--- config.mk ---
export PLATFORM = sky130hd
export DESIGN_NAME = alarm_clock_set_controller_flat
export DESIGN_NICKNAME = d
export VERILOG_FILES = /design/src/design/alcs_pkg.sv /design/src/design/alcs_poll_if.sv /design/src/design/alcs_result_if.sv /design/src/design/alcs_in_reg.sv /design/src/design/alcs_engine.sv /design/src/design/alarm_clock_set_controller.sv /design/src/flat_wrapper.sv
export SDC_FILE = /design/constraint.sdc
export NUM_CORES = 1
export LEC_CHECK = 0
export ABC_AREA = 0
export BUFFER_PORTS_ARGS = -buffer_cell sky130_fd_sc_hd__buf_4
export CORE_MARGIN = 1.5
export CORE_UTILIZATION = 50
export DETAILED_ROUTE_END_ITERATION = 7
export PLACE_DENSITY = 0.74
export SYNTH_ARGS = -nofsm -noshare
export SYNTH_HDL_FRONTEND = slang
export SYNTH_HIERARCHICAL = 1
export SYNTH_SLANG_ARGS = --single-unit
--- constraint.sdc ---
create_clock -name i_clk -period 4.7 [get_ports i_clk]
set_input_delay 0.235 -clock i_clk [delete_from_list [all_inputs] [get_ports i_clk]]
set_output_delay 0.235 -clock i_clk [all_outputs]
set_load 0.05 [all_outputs]
--- src/design/alcs_pkg.sv ---
`timescale 1ns / 1ps

package alcs_pkg;

    // Field widths of the poll and result channels.
    localparam int HOUR_W    = 5;
    localparam int MINUTE_W  = 6;
    localparam int BUTTON_W  = 3;
    localparam int VIEW_W    = 2;
    localparam int CURSOR_W  = 2;
    localparam int HT_W      = 2;
    localparam int HU_W      = 4;
    localparam int MT_W      = 3;
    localparam int MU_W      = 4;

    // Largest legal readings from the real-time clock.
    localparam logic [HOUR_W-1:0]   HOUR_MAX   = 5'd23;
    localparam logic [MINUTE_W-1:0] MINUTE_MAX = 6'd59;

    // Upper limit of each edit digit for 24-hour HH:MM.
    localparam logic [HT_W-1:0] HT_MAX = 2'd2;
    localparam logic [HU_W-1:0] HU_MAX = 4'd9;
    localparam logic [MT_W-1:0] MT_MAX = 3'd5;
    localparam logic [MU_W-1:0] MU_MAX = 4'd9;

    // Highest hour units digit allowed when the hour tens digit is 2.
    localparam logic [HU_W-1:0] HU_MAX_LATE = 4'd3;

    // Cursor positions.
    localparam logic [CURSOR_W-1:0] CUR_HOUR_TENS   = 2'd0;
    localparam logic [CURSOR_W-1:0] CUR_HOUR_UNITS  = 2'd1;
    localparam logic [CURSOR_W-1:0] CUR_MINUTE_TENS = 2'd2;
    localparam logic [CURSOR_W-1:0] CUR_MINUTE_UNITS = 2'd3;

    typedef enum logic [BUTTON_W-1:0] {
        KEY_NONE    = 3'd0,
        KEY_UP      = 3'd1,
        KEY_DOWN    = 3'd2,
        KEY_LEFT    = 3'd3,
        KEY_RIGHT   = 3'd4,
        KEY_CONTROL = 3'd5
    } t_button;

    typedef enum logic [VIEW_W-1:0] {
        VIEW_CLOCK     = 2'd0,
        VIEW_SET_TIME  = 2'd1,
        VIEW_SET_ALARM = 2'd2
    } t_view;

    typedef struct packed {
        logic [MT_W-1:0] tens;
        logic [MU_W-1:0] units;
    } t_bcd2;

    typedef struct packed {
        logic [VIEW_W-1:0]   view_mode;
        logic                editing;
        logic [CURSOR_W-1:0] cursor;
        logic [HT_W-1:0]     digit_hour_tens;
        logic [HU_W-1:0]     digit_hour_units;
        logic [MT_W-1:0]     digit_minute_tens;
        logic [MU_W-1:0]     digit_minute_units;
        logic                alarm_armed;
        logic                ringing;
        logic                button_accepted;
        logic                rtc_write;
        logic                refresh;
    } t_result;

    // Split a value below 60 into two BCD digits with a compare chain.
    function automatic t_bcd2 bin_to_bcd(input logic [MINUTE_W-1:0] v);
        t_bcd2               r;
        logic [MINUTE_W-1:0] t6;
        logic [MINUTE_W-1:0] diff;
        if (v >= 6'd50) begin
            r.tens = 3'd5;
        end else if (v >= 6'd40) begin
            r.tens = 3'd4;
        end else if (v >= 6'd30) begin
            r.tens = 3'd3;
        end else if (v >= 6'd20) begin
            r.tens = 3'd2;
        end else if (v >= 6'd10) begin
            r.tens = 3'd1;
        end else begin
            r.tens = 3'd0;
        end
        t6 = {3'b000, r.tens};
        diff = v - ((t6 << 3) + (t6 << 1));
        r.units = diff[MU_W-1:0];
        return r;
    endfunction

    // Join two BCD digits into a binary value: tens * 8 + tens * 2 + units.
    function automatic logic [MINUTE_W-1:0] bcd_to_bin(input logic [MT_W-1:0] tens,
                                                      input logic [MU_W-1:0] units);
        logic [MINUTE_W-1:0] t6;
        t6 = {3'b000, tens};
        return (t6 << 3) + (t6 << 1) + {2'b00, units};
    endfunction

endpackage

--- src/design/alcs_poll_if.sv ---
`timescale 1ns / 1ps

interface alcs_poll_if;
    logic                           valid;
    logic                           ready;
    logic [alcs_pkg::HOUR_W-1:0]    rtc_hours;
    logic [alcs_pkg::MINUTE_W-1:0]  rtc_minutes;
    logic [alcs_pkg::BUTTON_W-1:0]  button;

    modport source (output valid, rtc_hours, rtc_minutes, button, input ready);
    modport sink   (input valid, rtc_hours, rtc_minutes, button, output ready);
endinterface

--- src/design/alcs_result_if.sv ---
`timescale 1ns / 1ps

interface alcs_result_if;
    logic                           valid;
    logic                           ready;
    logic [alcs_pkg::VIEW_W-1:0]    view_mode;
    logic                           editing;
    logic [alcs_pkg::CURSOR_W-1:0]  cursor;
    logic [alcs_pkg::HT_W-1:0]      digit_hour_tens;
    logic [alcs_pkg::HU_W-1:0]      digit_hour_units;
    logic [alcs_pkg::MT_W-1:0]      digit_minute_tens;
    logic [alcs_pkg::MU_W-1:0]      digit_minute_units;
    logic                           alarm_armed;
    logic                           ringing;
    logic                           button_accepted;
    logic                           rtc_write;
    logic                           refresh;

    modport source (
        output valid, view_mode, editing, cursor, digit_hour_tens, digit_hour_units,
               digit_minute_tens, digit_minute_units, alarm_armed, ringing,
               button_accepted, rtc_write, refresh,
        input  ready
    );
    modport sink (
        input  valid, view_mode, editing, cursor, digit_hour_tens, digit_hour_units,
               digit_minute_tens, digit_minute_units, alarm_armed, ringing,
               button_accepted, rtc_write, refresh,
        output ready
    );
endinterface

--- src/design/alcs_in_reg.sv ---
`timescale 1ns / 1ps

module alcs_in_reg (
    input  logic        i_clk,
    input  logic        i_rst_n,
    alcs_poll_if.sink   i_poll,
    alcs_poll_if.source o_poll
);

    logic                          r_valid;
    logic [alcs_pkg::HOUR_W-1:0]   r_hours;
    logic [alcs_pkg::MINUTE_W-1:0] r_minutes;
    logic [alcs_pkg::BUTTON_W-1:0] r_button;
    logic [alcs_pkg::HOUR_W-1:0]   n_hours;
    logic [alcs_pkg::MINUTE_W-1:0] n_minutes;
    logic [alcs_pkg::BUTTON_W-1:0] n_button;
    logic                          take;

    // The register refills whenever it is empty or its item moves on.
    assign i_poll.ready = !r_valid || o_poll.ready;
    assign take         = i_poll.valid && i_poll.ready;

    // Clamp out-of-range clock readings and map unknown button codes to none.
    always_comb begin
        n_hours   = (i_poll.rtc_hours > alcs_pkg::HOUR_MAX) ? alcs_pkg::HOUR_MAX
                                                             : i_poll.rtc_hours;
        n_minutes = (i_poll.rtc_minutes > alcs_pkg::MINUTE_MAX) ? alcs_pkg::MINUTE_MAX
                                                                 : i_poll.rtc_minutes;
        n_button  = (i_poll.button > alcs_pkg::KEY_CONTROL) ? alcs_pkg::KEY_NONE
                                                             : i_poll.button;
    end

    always_ff @(posedge i_clk) begin
        if (!i_rst_n) begin
            r_valid <= 1'b0;
        end else if (i_poll.ready) begin
            r_valid <= i_poll.valid;
        end
    end

    always_ff @(posedge i_clk) begin
        if (take) begin
            r_hours   <= n_hours;
            r_minutes <= n_minutes;
            r_button  <= n_button;
        end
    end

    assign o_poll.valid       = r_valid;
    assign o_poll.rtc_hours   = r_hours;
    assign o_poll.rtc_minutes = r_minutes;
    assign o_poll.button      = r_button;

endmodule

--- src/design/alcs_engine.sv ---
`timescale 1ns / 1ps

module alcs_engine (
    input  logic          i_clk,
    input  logic          i_rst_n,
    alcs_poll_if.sink     i_poll,
    alcs_result_if.source o_result
);

    // Controller state.
    logic [alcs_pkg::HOUR_W-1:0]   r_clk_h,  n_clk_h;
    logic [alcs_pkg::MINUTE_W-1:0] r_clk_m,  n_clk_m;
    logic                          r_known,  n_known;
    logic [alcs_pkg::HOUR_W-1:0]   r_alm_h,  n_alm_h;
    logic [alcs_pkg::MINUTE_W-1:0] r_alm_m,  n_alm_m;
    logic                          r_armed,  n_armed;
    logic                          r_ring,   n_ring;
    alcs_pkg::t_view               r_view,   n_view;
    logic                          r_edit,   n_edit;
    logic [alcs_pkg::CURSOR_W-1:0] r_cursor, n_cursor;
    logic [alcs_pkg::HT_W-1:0]     r_dig0,   n_dig0;
    logic [alcs_pkg::HU_W-1:0]     r_dig1,   n_dig1;
    logic [alcs_pkg::MT_W-1:0]     r_dig2,   n_dig2;
    logic [alcs_pkg::MU_W-1:0]     r_dig3,   n_dig3;

    // Result register.
    logic                          r_res_valid;
    alcs_pkg::t_result             r_res, n_res;

    logic                          advance;
    logic                          changed;
    logic                          accepted;
    logic                          wrote;
    alcs_pkg::t_button             btn;
    logic [alcs_pkg::MINUTE_W-1:0] edit_h6;
    logic [alcs_pkg::MINUTE_W-1:0] edit_m6;
    alcs_pkg::t_bcd2               load_h;
    alcs_pkg::t_bcd2               load_m;
    alcs_pkg::t_bcd2               show_h;
    alcs_pkg::t_bcd2               show_m;

    // A poll is processed when the result register is free or being drained.
    assign i_poll.ready = !r_res_valid || o_result.ready;
    assign advance      = i_poll.valid && i_poll.ready;
    assign btn          = alcs_pkg::t_button'(i_poll.button);

    // Edit digits as binary time, for commit and compare.
    assign edit_h6 = alcs_pkg::bcd_to_bin({1'b0, r_dig0}, r_dig1);
    assign edit_m6 = alcs_pkg::bcd_to_bin(r_dig2, r_dig3);

    // Next state: take the clock reading, handle the button, test the alarm.
    always_comb begin
        n_clk_h  = r_clk_h;
        n_clk_m  = r_clk_m;
        n_known  = r_known;
        n_alm_h  = r_alm_h;
        n_alm_m  = r_alm_m;
        n_armed  = r_armed;
        n_ring   = r_ring;
        n_view   = r_view;
        n_edit   = r_edit;
        n_cursor = r_cursor;
        n_dig0   = r_dig0;
        n_dig1   = r_dig1;
        n_dig2   = r_dig2;
        n_dig3   = r_dig3;
        accepted = 1'b0;
        wrote    = 1'b0;

        changed = !r_known || (i_poll.rtc_hours != r_clk_h)
                  || (i_poll.rtc_minutes != r_clk_m);
        if (changed) begin
            n_clk_h = i_poll.rtc_hours;
            n_clk_m = i_poll.rtc_minutes;
            n_known = 1'b1;
        end

        load_h = alcs_pkg::bin_to_bcd({1'b0, n_clk_h});
        load_m = alcs_pkg::bin_to_bcd(n_clk_m);
        if (r_view == alcs_pkg::VIEW_SET_ALARM) begin
            load_h = alcs_pkg::bin_to_bcd({1'b0, r_alm_h});
            load_m = alcs_pkg::bin_to_bcd(r_alm_m);
        end

        if (btn != alcs_pkg::KEY_NONE) begin
            if (r_ring) begin
                // Any button silences a ringing alarm and arms it again.
                n_ring  = 1'b0;
                n_armed = 1'b1;
            end else if (r_edit) begin
                accepted = 1'b1;
                unique case (btn)
                    alcs_pkg::KEY_RIGHT: begin
                        n_cursor = r_cursor + 2'd1;
                    end
                    alcs_pkg::KEY_LEFT: begin
                        n_cursor = r_cursor - 2'd1;
                    end
                    alcs_pkg::KEY_UP: begin
                        unique case (r_cursor)
                            alcs_pkg::CUR_HOUR_TENS: begin
                                if (r_dig0 == 2'd1 && r_dig1 > alcs_pkg::HU_MAX_LATE) begin
                                    n_dig0 = alcs_pkg::HT_MAX;
                                    n_dig1 = alcs_pkg::HU_MAX_LATE;
                                end else begin
                                    n_dig0 = (r_dig0 == alcs_pkg::HT_MAX) ? 2'd0
                                                                          : r_dig0 + 2'd1;
                                end
                            end
                            alcs_pkg::CUR_HOUR_UNITS: begin
                                if (r_dig0 == alcs_pkg::HT_MAX) begin
                                    n_dig1 = (r_dig1 + 4'd1) & 4'd3;
                                end else begin
                                    n_dig1 = (r_dig1 == alcs_pkg::HU_MAX) ? 4'd0
                                                                          : r_dig1 + 4'd1;
                                end
                            end
                            alcs_pkg::CUR_MINUTE_TENS: begin
                                n_dig2 = (r_dig2 == alcs_pkg::MT_MAX) ? 3'd0 : r_dig2 + 3'd1;
                            end
                            alcs_pkg::CUR_MINUTE_UNITS: begin
                                n_dig3 = (r_dig3 == alcs_pkg::MU_MAX) ? 4'd0 : r_dig3 + 4'd1;
                            end
                        endcase
                    end
                    alcs_pkg::KEY_DOWN: begin
                        unique case (r_cursor)
                            alcs_pkg::CUR_HOUR_TENS: begin
                                if (r_dig0 == 2'd0) begin
                                    n_dig0 = alcs_pkg::HT_MAX;
                                    if (r_dig1 > alcs_pkg::HU_MAX_LATE) begin
                                        n_dig1 = alcs_pkg::HU_MAX_LATE;
                                    end
                                end else begin
                                    n_dig0 = r_dig0 - 2'd1;
                                end
                            end
                            alcs_pkg::CUR_HOUR_UNITS: begin
                                if (r_dig0 == alcs_pkg::HT_MAX && r_dig1 == 4'd0) begin
                                    n_dig1 = alcs_pkg::HU_MAX_LATE;
                                end else if (r_dig1 == 4'd0) begin
                                    n_dig1 = alcs_pkg::HU_MAX;
                                end else begin
                                    n_dig1 = r_dig1 - 4'd1;
                                end
                            end
                            alcs_pkg::CUR_MINUTE_TENS: begin
                                n_dig2 = (r_dig2 == 3'd0) ? alcs_pkg::MT_MAX : r_dig2 - 3'd1;
                            end
                            alcs_pkg::CUR_MINUTE_UNITS: begin
                                n_dig3 = (r_dig3 == 4'd0) ? alcs_pkg::MU_MAX : r_dig3 - 4'd1;
                            end
                        endcase
                    end
                    alcs_pkg::KEY_CONTROL: begin
                        // Commit the edit to the alarm or to the clock.
                        if (r_view == alcs_pkg::VIEW_SET_ALARM) begin
                            if (edit_h6[alcs_pkg::HOUR_W-1:0] == r_alm_h
                                && edit_m6 == r_alm_m) begin
                                n_armed = !r_armed;
                            end else begin
                                n_alm_h = edit_h6[alcs_pkg::HOUR_W-1:0];
                                n_alm_m = edit_m6;
                                n_armed = 1'b1;
                            end
                        end else if (r_view == alcs_pkg::VIEW_SET_TIME) begin
                            n_clk_h = edit_h6[alcs_pkg::HOUR_W-1:0];
                            n_clk_m = edit_m6;
                            wrote   = 1'b1;
                        end
                        n_edit = 1'b0;
                    end
                    default: begin
                        accepted = 1'b0;
                    end
                endcase
            end else begin
                // Navigation between views, or the start of an edit.
                priority if (btn == alcs_pkg::KEY_DOWN) begin
                    accepted = 1'b1;
                    unique case (r_view)
                        alcs_pkg::VIEW_CLOCK:     n_view = alcs_pkg::VIEW_SET_TIME;
                        alcs_pkg::VIEW_SET_TIME:  n_view = alcs_pkg::VIEW_SET_ALARM;
                        alcs_pkg::VIEW_SET_ALARM: n_view = alcs_pkg::VIEW_CLOCK;
                        default:                  n_view = alcs_pkg::VIEW_SET_TIME;
                    endcase
                end else if (btn == alcs_pkg::KEY_UP) begin
                    accepted = 1'b1;
                    unique case (r_view)
                        alcs_pkg::VIEW_CLOCK:     n_view = alcs_pkg::VIEW_SET_ALARM;
                        alcs_pkg::VIEW_SET_TIME:  n_view = alcs_pkg::VIEW_CLOCK;
                        alcs_pkg::VIEW_SET_ALARM: n_view = alcs_pkg::VIEW_SET_TIME;
                        default:                  n_view = alcs_pkg::VIEW_SET_ALARM;
                    endcase
                end else if (btn == alcs_pkg::KEY_CONTROL && r_view != alcs_pkg::VIEW_CLOCK) begin
                    accepted = 1'b1;
                    n_edit   = 1'b1;
                    n_cursor = alcs_pkg::CUR_HOUR_TENS;
                    n_dig0   = load_h.tens[alcs_pkg::HT_W-1:0];
                    n_dig1   = load_h.units;
                    n_dig2   = load_m.tens;
                    n_dig3   = load_m.units;
                end else begin
                    accepted = 1'b0;
                end
            end
        end

        // A new minute that meets an armed alarm starts it ringing.
        if (changed && n_armed && n_clk_h == n_alm_h && n_clk_m == n_alm_m) begin
            n_ring  = 1'b1;
            n_armed = 1'b0;
        end
    end

    // Result fields from the updated state.
    always_comb begin
        show_h = alcs_pkg::bin_to_bcd({1'b0, n_clk_h});
        show_m = alcs_pkg::bin_to_bcd(n_clk_m);
        if (n_view == alcs_pkg::VIEW_SET_ALARM) begin
            show_h = alcs_pkg::bin_to_bcd({1'b0, n_alm_h});
            show_m = alcs_pkg::bin_to_bcd(n_alm_m);
        end

        n_res.view_mode       = n_view;
        n_res.editing         = n_edit;
        n_res.cursor          = n_edit ? n_cursor : alcs_pkg::CUR_HOUR_TENS;
        n_res.alarm_armed     = n_armed;
        n_res.ringing         = n_ring;
        n_res.button_accepted = accepted;
        n_res.rtc_write       = wrote;
        n_res.refresh         = changed || (btn != alcs_pkg::KEY_NONE);
        if (n_edit) begin
            n_res.digit_hour_tens    = n_dig0;
            n_res.digit_hour_units   = n_dig1;
            n_res.digit_minute_tens  = n_dig2;
            n_res.digit_minute_units = n_dig3;
        end else begin
            n_res.digit_hour_tens    = show_h.tens[alcs_pkg::HT_W-1:0];
            n_res.digit_hour_units   = show_h.units;
            n_res.digit_minute_tens  = show_m.tens;
            n_res.digit_minute_units = show_m.units;
        end
    end

    // State registers.
    always_ff @(posedge i_clk) begin
        if (!i_rst_n) begin
            r_clk_h  <= '0;
            r_clk_m  <= '0;
            r_known  <= 1'b0;
            r_alm_h  <= '0;
            r_alm_m  <= '0;
            r_armed  <= 1'b0;
            r_ring   <= 1'b0;
            r_view   <= alcs_pkg::VIEW_CLOCK;
            r_edit   <= 1'b0;
            r_cursor <= alcs_pkg::CUR_HOUR_TENS;
            r_dig0   <= '0;
            r_dig1   <= '0;
            r_dig2   <= '0;
            r_dig3   <= '0;
        end else if (advance) begin
            r_clk_h  <= n_clk_h;
            r_clk_m  <= n_clk_m;
            r_known  <= n_known;
            r_alm_h  <= n_alm_h;
            r_alm_m  <= n_alm_m;
            r_armed  <= n_armed;
            r_ring   <= n_ring;
            r_view   <= n_view;
            r_edit   <= n_edit;
            r_cursor <= n_cursor;
            r_dig0   <= n_dig0;
            r_dig1   <= n_dig1;
            r_dig2   <= n_dig2;
            r_dig3   <= n_dig3;
        end
    end

    // Result register: holds its item until the receiver takes the transfer.
    always_ff @(posedge i_clk) begin
        if (!i_rst_n) begin
            r_res_valid <= 1'b0;
        end else if (i_poll.ready) begin
            r_res_valid <= i_poll.valid;
        end
    end

    always_ff @(posedge i_clk) begin
        if (advance) begin
            r_res <= n_res;
        end
    end

    assign o_result.valid              = r_res_valid;
    assign o_result.view_mode          = r_res.view_mode;
    assign o_result.editing            = r_res.editing;
    assign o_result.cursor             = r_res.cursor;
    assign o_result.digit_hour_tens    = r_res.digit_hour_tens;
    assign o_result.digit_hour_units   = r_res.digit_hour_units;
    assign o_result.digit_minute_tens  = r_res.digit_minute_tens;
    assign o_result.digit_minute_units = r_res.digit_minute_units;
    assign o_result.alarm_armed        = r_res.alarm_armed;
    assign o_result.ringing            = r_res.ringing;
    assign o_result.button_accepted    = r_res.button_accepted;
    assign o_result.rtc_write          = r_res.rtc_write;
    assign o_result.refresh            = r_res.refresh;

endmodule

--- src/design/alarm_clock_set_controller.sv ---
`timescale 1ns / 1ps

// Alarm clock set controller, 24-hour HH:MM.
// i_poll carries one poll per transfer: the hour and minute read from the
// real-time clock and a button code. o_result carries one result per poll:
// view mode, edit flag and cursor, the four shown digits, the armed and
// ringing flags, and the button_accepted, rtc_write and refresh strobes.
// Two register stages, the input register and the result register; a poll
// moves from the input register through the state update into the result
// register, and its result is offered on o_result from there.
// Throughput: one poll per cycle while the receiver takes each result, set
// by the state update between the input register and the result register.
// Reset (i_rst_n low at a clock edge) empties both registers and returns the
// controller to clock view, alarm 00:00 disarmed, nothing ringing, and an
// unknown clock time, so the first poll always counts as a new minute.
// When the receiver stalls, the result register holds its item, one more
// poll waits in the input register, and i_poll.ready then drops until the
// result transfer takes place. Nothing is lost or repeated.
module alarm_clock_set_controller (
    input  logic          i_clk,
    input  logic          i_rst_n,
    alcs_poll_if.sink     i_poll,
    alcs_result_if.source o_result
);

    alcs_poll_if u_clamped ();

    alcs_in_reg u_in_reg (
        .i_clk   (i_clk),
        .i_rst_n (i_rst_n),
        .i_poll  (i_poll),
        .o_poll  (u_clamped.source)
    );

    alcs_engine u_engine (
        .i_clk    (i_clk),
        .i_rst_n  (i_rst_n),
        .i_poll   (u_clamped.sink),
        .o_result (o_result)
    );

endmodule
--- src/flat_wrapper.sv ---
// flat-port wrapper written by rule: the top's interface ports become plain ports
module alarm_clock_set_controller_flat 
  (i_clk, i_rst_n, i_poll_valid, i_poll_rtc_hours, i_poll_rtc_minutes, i_poll_button, i_poll_ready, o_result_valid, o_result_view_mode, o_result_editing, o_result_cursor, o_result_digit_hour_tens, o_result_digit_hour_units, o_result_digit_minute_tens, o_result_digit_minute_units, o_result_alarm_armed, o_result_ringing, o_result_button_accepted, o_result_rtc_write, o_result_refresh, o_result_ready);
  alcs_poll_if i_poll_i ();
  alcs_result_if o_result_i ();
  input  logic i_clk;
  input  logic i_rst_n;
  input wire logic [$bits(i_poll_i.valid)-1:0] i_poll_valid;
  input wire logic [$bits(i_poll_i.rtc_hours)-1:0] i_poll_rtc_hours;
  input wire logic [$bits(i_poll_i.rtc_minutes)-1:0] i_poll_rtc_minutes;
  input wire logic [$bits(i_poll_i.button)-1:0] i_poll_button;
  output wire logic [$bits(i_poll_i.ready)-1:0] i_poll_ready;
  output wire logic [$bits(o_result_i.valid)-1:0] o_result_valid;
  output wire logic [$bits(o_result_i.view_mode)-1:0] o_result_view_mode;
  output wire logic [$bits(o_result_i.editing)-1:0] o_result_editing;
  output wire logic [$bits(o_result_i.cursor)-1:0] o_result_cursor;
  output wire logic [$bits(o_result_i.digit_hour_tens)-1:0] o_result_digit_hour_tens;
  output wire logic [$bits(o_result_i.digit_hour_units)-1:0] o_result_digit_hour_units;
  output wire logic [$bits(o_result_i.digit_minute_tens)-1:0] o_result_digit_minute_tens;
  output wire logic [$bits(o_result_i.digit_minute_units)-1:0] o_result_digit_minute_units;
  output wire logic [$bits(o_result_i.alarm_armed)-1:0] o_result_alarm_armed;
  output wire logic [$bits(o_result_i.ringing)-1:0] o_result_ringing;
  output wire logic [$bits(o_result_i.button_accepted)-1:0] o_result_button_accepted;
  output wire logic [$bits(o_result_i.rtc_write)-1:0] o_result_rtc_write;
  output wire logic [$bits(o_result_i.refresh)-1:0] o_result_refresh;
  input wire logic [$bits(o_result_i.ready)-1:0] o_result_ready;
  assign i_poll_i.valid = i_poll_valid;
  assign i_poll_i.rtc_hours = i_poll_rtc_hours;
  assign i_poll_i.rtc_minutes = i_poll_rtc_minutes;
  assign i_poll_i.button = i_poll_button;
  assign i_poll_ready = i_poll_i.ready;
  assign o_result_valid = o_result_i.valid;
  assign o_result_view_mode = o_result_i.view_mode;
  assign o_result_editing = o_result_i.editing;
  assign o_result_cursor = o_result_i.cursor;
  assign o_result_digit_hour_tens = o_result_i.digit_hour_tens;
  assign o_result_digit_hour_units = o_result_i.digit_hour_units;
  assign o_result_digit_minute_tens = o_result_i.digit_minute_tens;
  assign o_result_digit_minute_units = o_result_i.digit_minute_units;
  assign o_result_alarm_armed = o_result_i.alarm_armed;
  assign o_result_ringing = o_result_i.ringing;
  assign o_result_button_accepted = o_result_i.button_accepted;
  assign o_result_rtc_write = o_result_i.rtc_write;
  assign o_result_refresh = o_result_i.refresh;
  assign o_result_i.ready = o_result_ready;
  alarm_clock_set_controller u_core (.i_clk(i_clk), .i_rst_n(i_rst_n), .i_poll(i_poll_i), .o_result(o_result_i));
endmodule
; Word level (Yosys, flattened, before mapping)
; Cells that the tools add are included.
[totals]
regBits = 82
latch_bits = 0
mem_bits_rw = 0
mem_bits_ro = 0
input_bits = 18
out_inout_bits = 25
word_cells = 319
mem_count = 0
[op_classes]
n_addsub = 30
multipliers = 0
n_div = 0
magnitude_cmp = 44
eq_ne = 22
shifts = 0
muxes = 160
n_bitwise = 3
reduce_logical = 29
[ops]
columns = operator, n
row1 = $mux W3, 32
row2 = $mux W4, 23
row3 = $mux W6, 15
row4 = $mux W2, 36
row5 = $mux W5, 13
row6 = $ge A5 B6 Y1 const B, 8
row7 = $ge A6 B5 Y1 const B, 8
row8 = $ge A6 B6 Y1 const B, 8
row9 = $ge A5 B5 Y1 const B, 8
row10 = $add A4 B4 Y4, 8
row11 = $pmux W4 S2, 4
row12 = $sub A4 B4 Y4, 8
row13 = $mux W1, 29
row14 = $ge A6 B4 Y1 const B, 4
row15 = $ge A5 B4 Y1 const B, 4
row16 = $pmux W2 S2, 4
row17 = $mux W7, 2
row18 = $mux W13, 1
row19 = $add A6 B4 Y6, 2
row20 = $eq A6 B6 Y1, 2
row21 = $eq A2 B2 Y1 const B, 5
row22 = $eq A5 B5 Y1, 2
row23 = $reduce_or A5 Y1, 2
row24 = $eq A3 B3 Y1 const B, 3
row25 = 30 further kinds, 57

; Logic depth before layout (Yosys ltp)
; Gate-level depths: netlist of run 1.
[depth]
ltp_word = 21
mapped_depth = 22
depth_no_buf = 21

; Modules after synthesis
; The synthesis of run 1 kept the hierarchy.
[by_module_without_submodules]
columns = mod, n_inst, cells_per_inst, area_per_inst_um2, seq_area_each_um2
row1 = alcs_engine, 1, 812, 6323.6, 1571.5
row2 = alcs_in_reg, 1, 36, 570.5, 440.4

; Worst setup path before layout of run 1
; No wires, ideal clock.
[synth_timing]
kind = reg-to-reg
start = register u_core/u_engine/r_dig2[2] (netlist bit)
end = register u_core.u_engine.r_res (netlist bit u_core/u_engine/o_result.digit_minute_units[3]) (data pin)
setup_time_ns = 0.268
arrival_ns = 4.787
required_time_ns = 4.432
path_slack_ns = -0.356
path_stages_with_launch = 22
n_path_buf = 1
period_less_slack_ns = 5.056
cell_sequence = dfxtp_1 -> fa_1 -> fa_1 -> xor2_1 -> nor3_1 -> nand4_1 -> o31ai_2 -> buf_6 -> mux2_2 -> nor2_1 -> nand2_1 -> nand2_1 -> ha_1 -> nand2b_1 -> nor2_1 -> o22a_1 -> or3b_2 -> nand2_1 -> o32ai_1 -> a211oi_1 -> xnor2_1 -> a211oi_2
[synth_rtl]
columns = element, line
row1 = from (decl), alcs_engine.sv:23  ; logic [alcs_pkg::MT_W-1:0] r_dig2, n_dig2;
row2 = from (signal assigned), alcs_engine.sv:276  ; r_dig2 <= n_dig2;
row3 = to (signal assigned), alcs_engine.sv:292  ; r_res <= n_res;
row4 = to (decl), alcs_engine.sv:28  ; alcs_pkg::t_result r_res, n_res;

==> impl_metrics.ini, run 1 <==
[outcome]
outcome = finished, violations left
violations = setup timing

[critical_path]
reg2reg_from = u_core/u_engine/r_dig2[0]
crit_type = flop to flop
cp_data_arrival_time_ns = 4.95
start_kind = flop
worstPathRequired_ns = 4.78
crit_fanout = 5
cp_num_buf_inv = 1
cp_cell_sequence = fa_1, fa_2, xor2_1, nor3_1, nand4_1, o31ai_2, buf_4, mux2_4, o211ai_1, nand2_1, ha_2, nand2b_1, a21o_1, o311a_1, or3b_4, nand2_1, o32ai_2, a211oi_2, xnor2_1, a211oi_2
startpoint = u_core/u_engine/r_dig2[0]
endpoint_kind = flop
path_delay_family = adder cells
crit_slowest_cell = fa_1
slowest_delay_ns = 0.59

[die]
initial_core_util_pct = 51.6
fp-row-count = 42
pin_count = 43
die_w_um = 120
core_area_um2 = 13300
die_y_um = 120
die-area_um2 = 14500

[synthesis]
ys_types = 81
synth_top_family_by_area = compound AO/OA/AOI/OAI gates
synth-xor-area-share_pct = 8.51
netlist_instances = 848
synth_compound_area_share_pct = 23.0
synthMuxAreaShare_pct = 4.28
yosys_warnings = 6
synthTopCellsByArea = edfxtp_1 (16%), dfxtp_1 (13%), ha_1 (9.1%)
ys_seq_area_share_pct = 29.2
async_flop_share_pct = 0
synth_area_leader_cell = edfxtp_1
yosys_register_bits = 82
synth_fa_ha_area_share_pct = 10.4
syn_avg_cell_area_um2 = 8.13
synthSimpleGateAreaFrac_pct = 18.4
synthesis.area_um2 = 6890
synth_top_area_share_pct = 16.1
synth-edff-count = 37
synth_fp_nets = 919
synth-main-ff-cell = dfxtp_1

[final_layout]
diodes = 0
postLayoutCellArea_um2 = 8220
seq_area_um2 = 2020
nFillCells = 1205
syn2layout_area_growth_pct = 19.3
final_common_cell = buf_4
multi_input_area_um2 = 4540
final_cell_mix = buf_4 (123), nor2_1 (89), nand2_1 (71)
drive_above_1_share_pct = 19.8
nets = 994
utilization_pct = 61.6

[timing]
rsz0062_at_grt = true
setup_slack_ns = -0.169
fin_crit_ns = 4.87
fmax_mhz = 205
maxSlewHeadroom_pct = 35.5
slew_viol_final = 0
setup_violations = 1
period_share_pct = 104
fin_worst_skew_ns = 0.0110
tightest_slew_ns = 0.965
hold_viol_final = 0

[detailed_routing]
vias = 6747
final_antenna_net_count = 0
via_per_inst = 6.11
routed_wirelength_um = 20400
routedWlPerCell_um = 18.5
dr.pass1.iters = 6
drtIter0Drc = 831
drc = 0

[pwr]
p_leak_nw = 3.28
powerDensity_nw_per_um2 = 283
ir_drop_uv = 241

[grt]
grt_pass1_wl_um = 31700
grt_max_degree = 44
grt-ovfl-total = 0
grt_pass1_vias = 5777
grt_antenna_before_repair = 0
grt_usage_pct = 28.4

[clock_tree]
clock_path_buffers = 2
cts_tree = built
clock-sinks = 82
cts_buffers = 9
path_clk_slew_ns = 0.07
cts_root_buf = clkbuf_16
clk_latency_ns = 0.36
ctsHtreeMaxLevel = 3
hold_buffers = 0

[flow_run]
drv_cap = 0

[placed_design]
place_area_um2 = 7630
gp_congestion = 0.969
dp_slack_ns = -0.130
numPortBuffers = 42
post-dp-hpwl_um = 14600

[worst_hold_path]
hp-class = primary input to flop
holdCritStartpoint = i_poll_rtc_hours[4]
==> cells by family after synthesis <==
family | after synthesis
DFF | 82
buffers and inverters | 109
muxes | 28
and+or+nand+nor | 267
adders and majority gates | 56
AOI/OAI and AO/OA | 239
xor gates and xnor gates | 67
==> cells in the mapped netlist, types with 3 or more instances <==
library cell  instances
a2111oi_0             3
a211oi_1             37
a21oi_1              60
a221o_1               3
a221oi_1              3
a222oi_1              3
a22oi_1               9
a31oi_1              14
and3_1                4
buf_1                 5
buf_2                 7
clkbuf_1             46
dfxtp_1              45
edfxtp_1             37
fa_1                  3
ha_1                 50
inv_1                43
inv_2                 5
mux2_2                5
mux2i_1              21
nand2_1              71
nand2b_1             18
nand3_1              23
nand3b_1              4
nand4_1               8
nor2_1               90
nor2b_1               7
nor3_1               15
nor3b_1               7
o2111ai_1             3
o211ai_1              4
o21ai_0              43
o21ai_1               5
o221ai_1              4
o22ai_1              12
o31ai_1               3
o32ai_1               4
or3_1                 5
xnor2_1              47
xor2_1               20
==> sequential cells by signal, indices dropped and copies added, names as in the netlist, 5 cells and up <==
signal                              count
u_core/u_engine/r_alm_m                 6
u_core/u_engine/r_clk_m                 6
u_core/u_in_reg/o_poll.rtc_minutes      6
u_core/u_engine/r_clk_h                 5
u_core/u_engine/r_alm_h                 5
u_core/u_in_reg/o_poll.rtc_hours        5
==> where the power goes <==
part	switching (W)	internal, W	leakage [nW]	total [W]
logic	0.000443	0.000291	2.40	0.000734
registers	0.0000409	0.000802	0.722	0.000843
clock network	0.000297	0.000454	0.159	0.000751
==> repair_timing <==
action,4_1_cts,5_1_grt
pin swaps,9,8
hold endpoints to repair,0,0
setup buffers,23,3
resized for setup,6,10
gates cloned,0,0
endpoints found under the setup margin,3,4
==> worst paths after layout <==
check,endpoint,cells after the start,slack [ns]
worst max-delay path,u_core/u_engine/o_result.digit_minute_units[3],20,-0.17
worst min-delay path,u_core/u_in_reg/o_poll.rtc_hours[4],1,0.07
worst max register to register,u_core/u_engine/o_result.digit_minute_units[3],20,-0.17
worst min register to register,u_core/u_engine/r_clk_m[4],2,0.48
==> per-stage QoR <==
step	hold slack (ns)	total power [W]	setup TNS (ns)	std cells
3_3_place_gp	0.431	0.00153	-0.0515	1062
5_1_grt	0.0716	0.00243	-0.665	1104
4_1_cts	0.0590	0.00231	-0.119	1101
3_5_place_dp	0.433	0.00154	-0.159	1062
2_1_floorplan	0.372	0.00133	0	848
6_report	0.0689	0.00233	-0.169	1104
==> area by class of cell <==
class / instances / area share, %
multi-input cells: 657 / 55.3
well taps: 176 / 2.68
clock buffers: 12 / 3.24
flip-flops and latches: 82 / 24.5
inverters: 49 / 2.24
repair buffers: 124 / 11.5
clock inverters: 4 / 0.593
==> layer usage <==
metal / global-route usage (%) / wire (µm)
met5: 0 / 0
met3: 6.60 / 1950
met4: 11.7 / 646
met2: 42.3 / 8920
met1: 39.7 / 8860
No activity file was read; power rests on OpenSTA's default activity.
==> run 2, diff against run 1 <==
Settings changed: CORE_ASPECT_RATIO set to 1.75.
==> impl_metrics.ini, run 2 (same netlist as run 1, synthesis figures left out) <==
[outcome]
outcome = finished, violations left
violations = setup timing

[final_layout]
utilization_pct = 61.4
final_common_cell = buf_4
postLayoutCellArea_um2 = 8260
stdcell_count = 1101
nets = 993
drive_above_1_share_pct = 21.4
final_cell_mix = buf_4 (121), nor2_1 (89), nand2_1 (68)
syn2layout_area_growth_pct = 19.8
diodes = 0

[placed_design]
dp.cells = 1063
numPortBuffers = 42
place_area_um2 = 7650
post-dp-hpwl_um = 16600
gp_congestion = 0.978

[clock_tree]
clock_path_buffers = 2
cts_tree = built
path_clk_slew_ns = 0.07
cts_root_buf = clkbuf_16
clk_latency_ns = 0.34
ctsHtreeMaxLevel = 3
clock-sinks = 82
cts_buffers = 9
hold_buffers = 0

[detailed_routing]
final_antenna_net_count = 0
routedWlPerCell_um = 20.8
drtIter0Drc = 709
via_per_inst = 6.40
routed_wirelength_um = 22900
dr.pass1.iters = 6
drc = 0
vias = 7041

[die]
fp-row-count = 56
initial_core_util_pct = 51.2
die_y_um = 158
core_area_um2 = 13500
pin_count = 43
die_w_um = 91.8
die-area_um2 = 14500

[worst_hold_path]
holdPathEnd = u_core/u_in_reg/o_poll.rtc_hours[4]
worstHoldPathCells = 1
holdCritStartpoint = i_poll_rtc_hours[4]
hp-class = primary input to flop

[timing]
setup_violations = 5
maxSlewHeadroom_pct = 15.3
period_share_pct = 109
tightest_slew_ns = 1.26
setup_slack_ns = -0.422
fmax_mhz = 195
fin_worst_skew_ns = 0.0110
rsz0062_at_grt = true
hold_viol_final = 0
fin_crit_ns = 5.12
slew_viol_final = 0

[critical_path]
worst-r2r-cell-count = 23
worstPathRequired_ns = 4.76
crit_slowest_cell = fa_2
cp_data_arrival_time_ns = 5.18
endpoint_kind = flop
start_kind = flop
cp_cell_sequence = fa_2, fa_2, xor2_2, nor3_2, nand4_1, buf_4, buf_4, buf_4, buf_4, buf_4, buf_4, buf_4, buf_4, buf_4, buf_4, buf_4, buf_4, o22a_1, or3b_4, o211a_1, a211oi_2, xnor2_1, a211oi_2
slowest_delay_ns = 0.59
rr_endpoint = u_core/u_engine/o_result.digit_minute_units[3]
r2r_slack_ns = -0.42
reg2reg_from = u_core/u_engine/r_dig3[3]
crit_fanout = 3
cp_common_cell = buf_4
crit_type = flop to flop

[grt]
grt-ovfl-total = 0
grt_max_degree = 43
grt_pass1_wl_um = 34300
grt_antenna_before_repair = 0
grt_pass1_vias = 6645
grt_usage_pct = 30.7

[pwr]
p_comb_share_pct = 33.7
p_int_w = 0.00148
powerDensity_nw_per_um2 = 279
seqPwrFrac_pct = 36.8
switching_share_pct = 35.7
clockPowerShare_pct = 29.6
p_total_w = 0.00231
p_switching_w = 0.000823
p_leak_nw = 3.27
ir_drop_uv = 263

[flow_run]
drv_cap = 0
run 2: cell types whose count changed in the layout (fill, tap and decap cells not counted), sizes merged:
cell | before | now
inv | 48 | 49
clkinvlp | 0 | 2
clkinv | 4 | 3
bufinv | 1 | 0
clkbuf | 12 | 11
buf | 124 | 123
run 2: critical path: cells and delay by family (launching register included):
kind / cells / cell delay (ns)
buf+inv: 12 / 1.59
compound gates: 4 / 0.69
simple gates: 3 / 0.82
flops: 1 / 0.34
fa+ha+maj: 2 / 1.07
xor+xnor: 2 / 0.33
run 2: cell type report:
type | count | area (µm²)
Multi-Input combinational cell | 657 | 4630
Sequential cell | 82 | 2020
Clock inverter | 5 | 37.5
Inverter | 49 | 184
Fill cell | 1203 | 5190
Tap cell | 174 | 218
Clock buffer | 11 | 243
Timing Repair Buffer | 123 | 931
run 2: how the worst max path moves through the flow:
stage	from	to	slack (ns)	cells after the start
after global placement	u_core/u_engine/r_dig3[3]	u_core/u_engine/o_result.digit_minute_units[3]	-0.1	18
after floorplan	u_core/u_engine/r_dig3[3]	u_core/u_engine/o_result.digit_minute_units[3]	0.01	20
after detailed placement	u_core/u_engine/r_dig3[3]	u_core/u_engine/o_result.digit_minute_units[3]	-0.23	18
after global routing	u_core/u_engine/r_dig3[3]	u_core/u_engine/o_result.digit_minute_units[3]	-0.50	23
after CTS	u_core/u_engine/r_dig2[2]	u_core/u_engine/o_result.digit_minute_units[3]	-0.14	20
final	u_core/u_engine/r_dig3[3]	u_core/u_engine/o_result.digit_minute_units[3]	-0.42	23
run 2: power groups by stage:
stage / clock network, W / logic (W) / registers, W
floorplan: 0 / 0.000437 / 0.000895
global placement: 0 / 0.000683 / 0.000859
detailed placement: 0 / 0.000691 / 0.000861
CTS: 0.000690 / 0.000718 / 0.000846
global route: 0.000716 / 0.000828 / 0.000853
finish: 0.000682 / 0.000776 / 0.000848
run 2: layer usage:
layer,vias to the layer above,global-route usage [%],part of all wire [%]
met5,-,0,0
li1,3215,-,-
met3,131,3.58,6.2
met4,0,26.2,9.8
met2,362,54.3,49
met1,3333,32.1,35
run 2: per-stage QoR:
stage	hold slack [ns]	setup TNS (ns)	setup WS, ns
floorplan	0.372	0	0.0132
global placement	0.432	-0.0983	-0.0983
detailed placement	0.437	-0.234	-0.234
CTS	0.0825	-0.172	-0.135
global route	0.0874	-1.84	-0.504
finish	0.0904	-1.20	-0.422
run 2: what timing repair did:
| item | in CTS | in global routing |
|---|---|---|
| resized for setup | 3 | 31 |
| pin swaps | 9 | 19 |
| setup endpoints to repair | 1 | 8 |
| setup buffers | 13 | 9 |
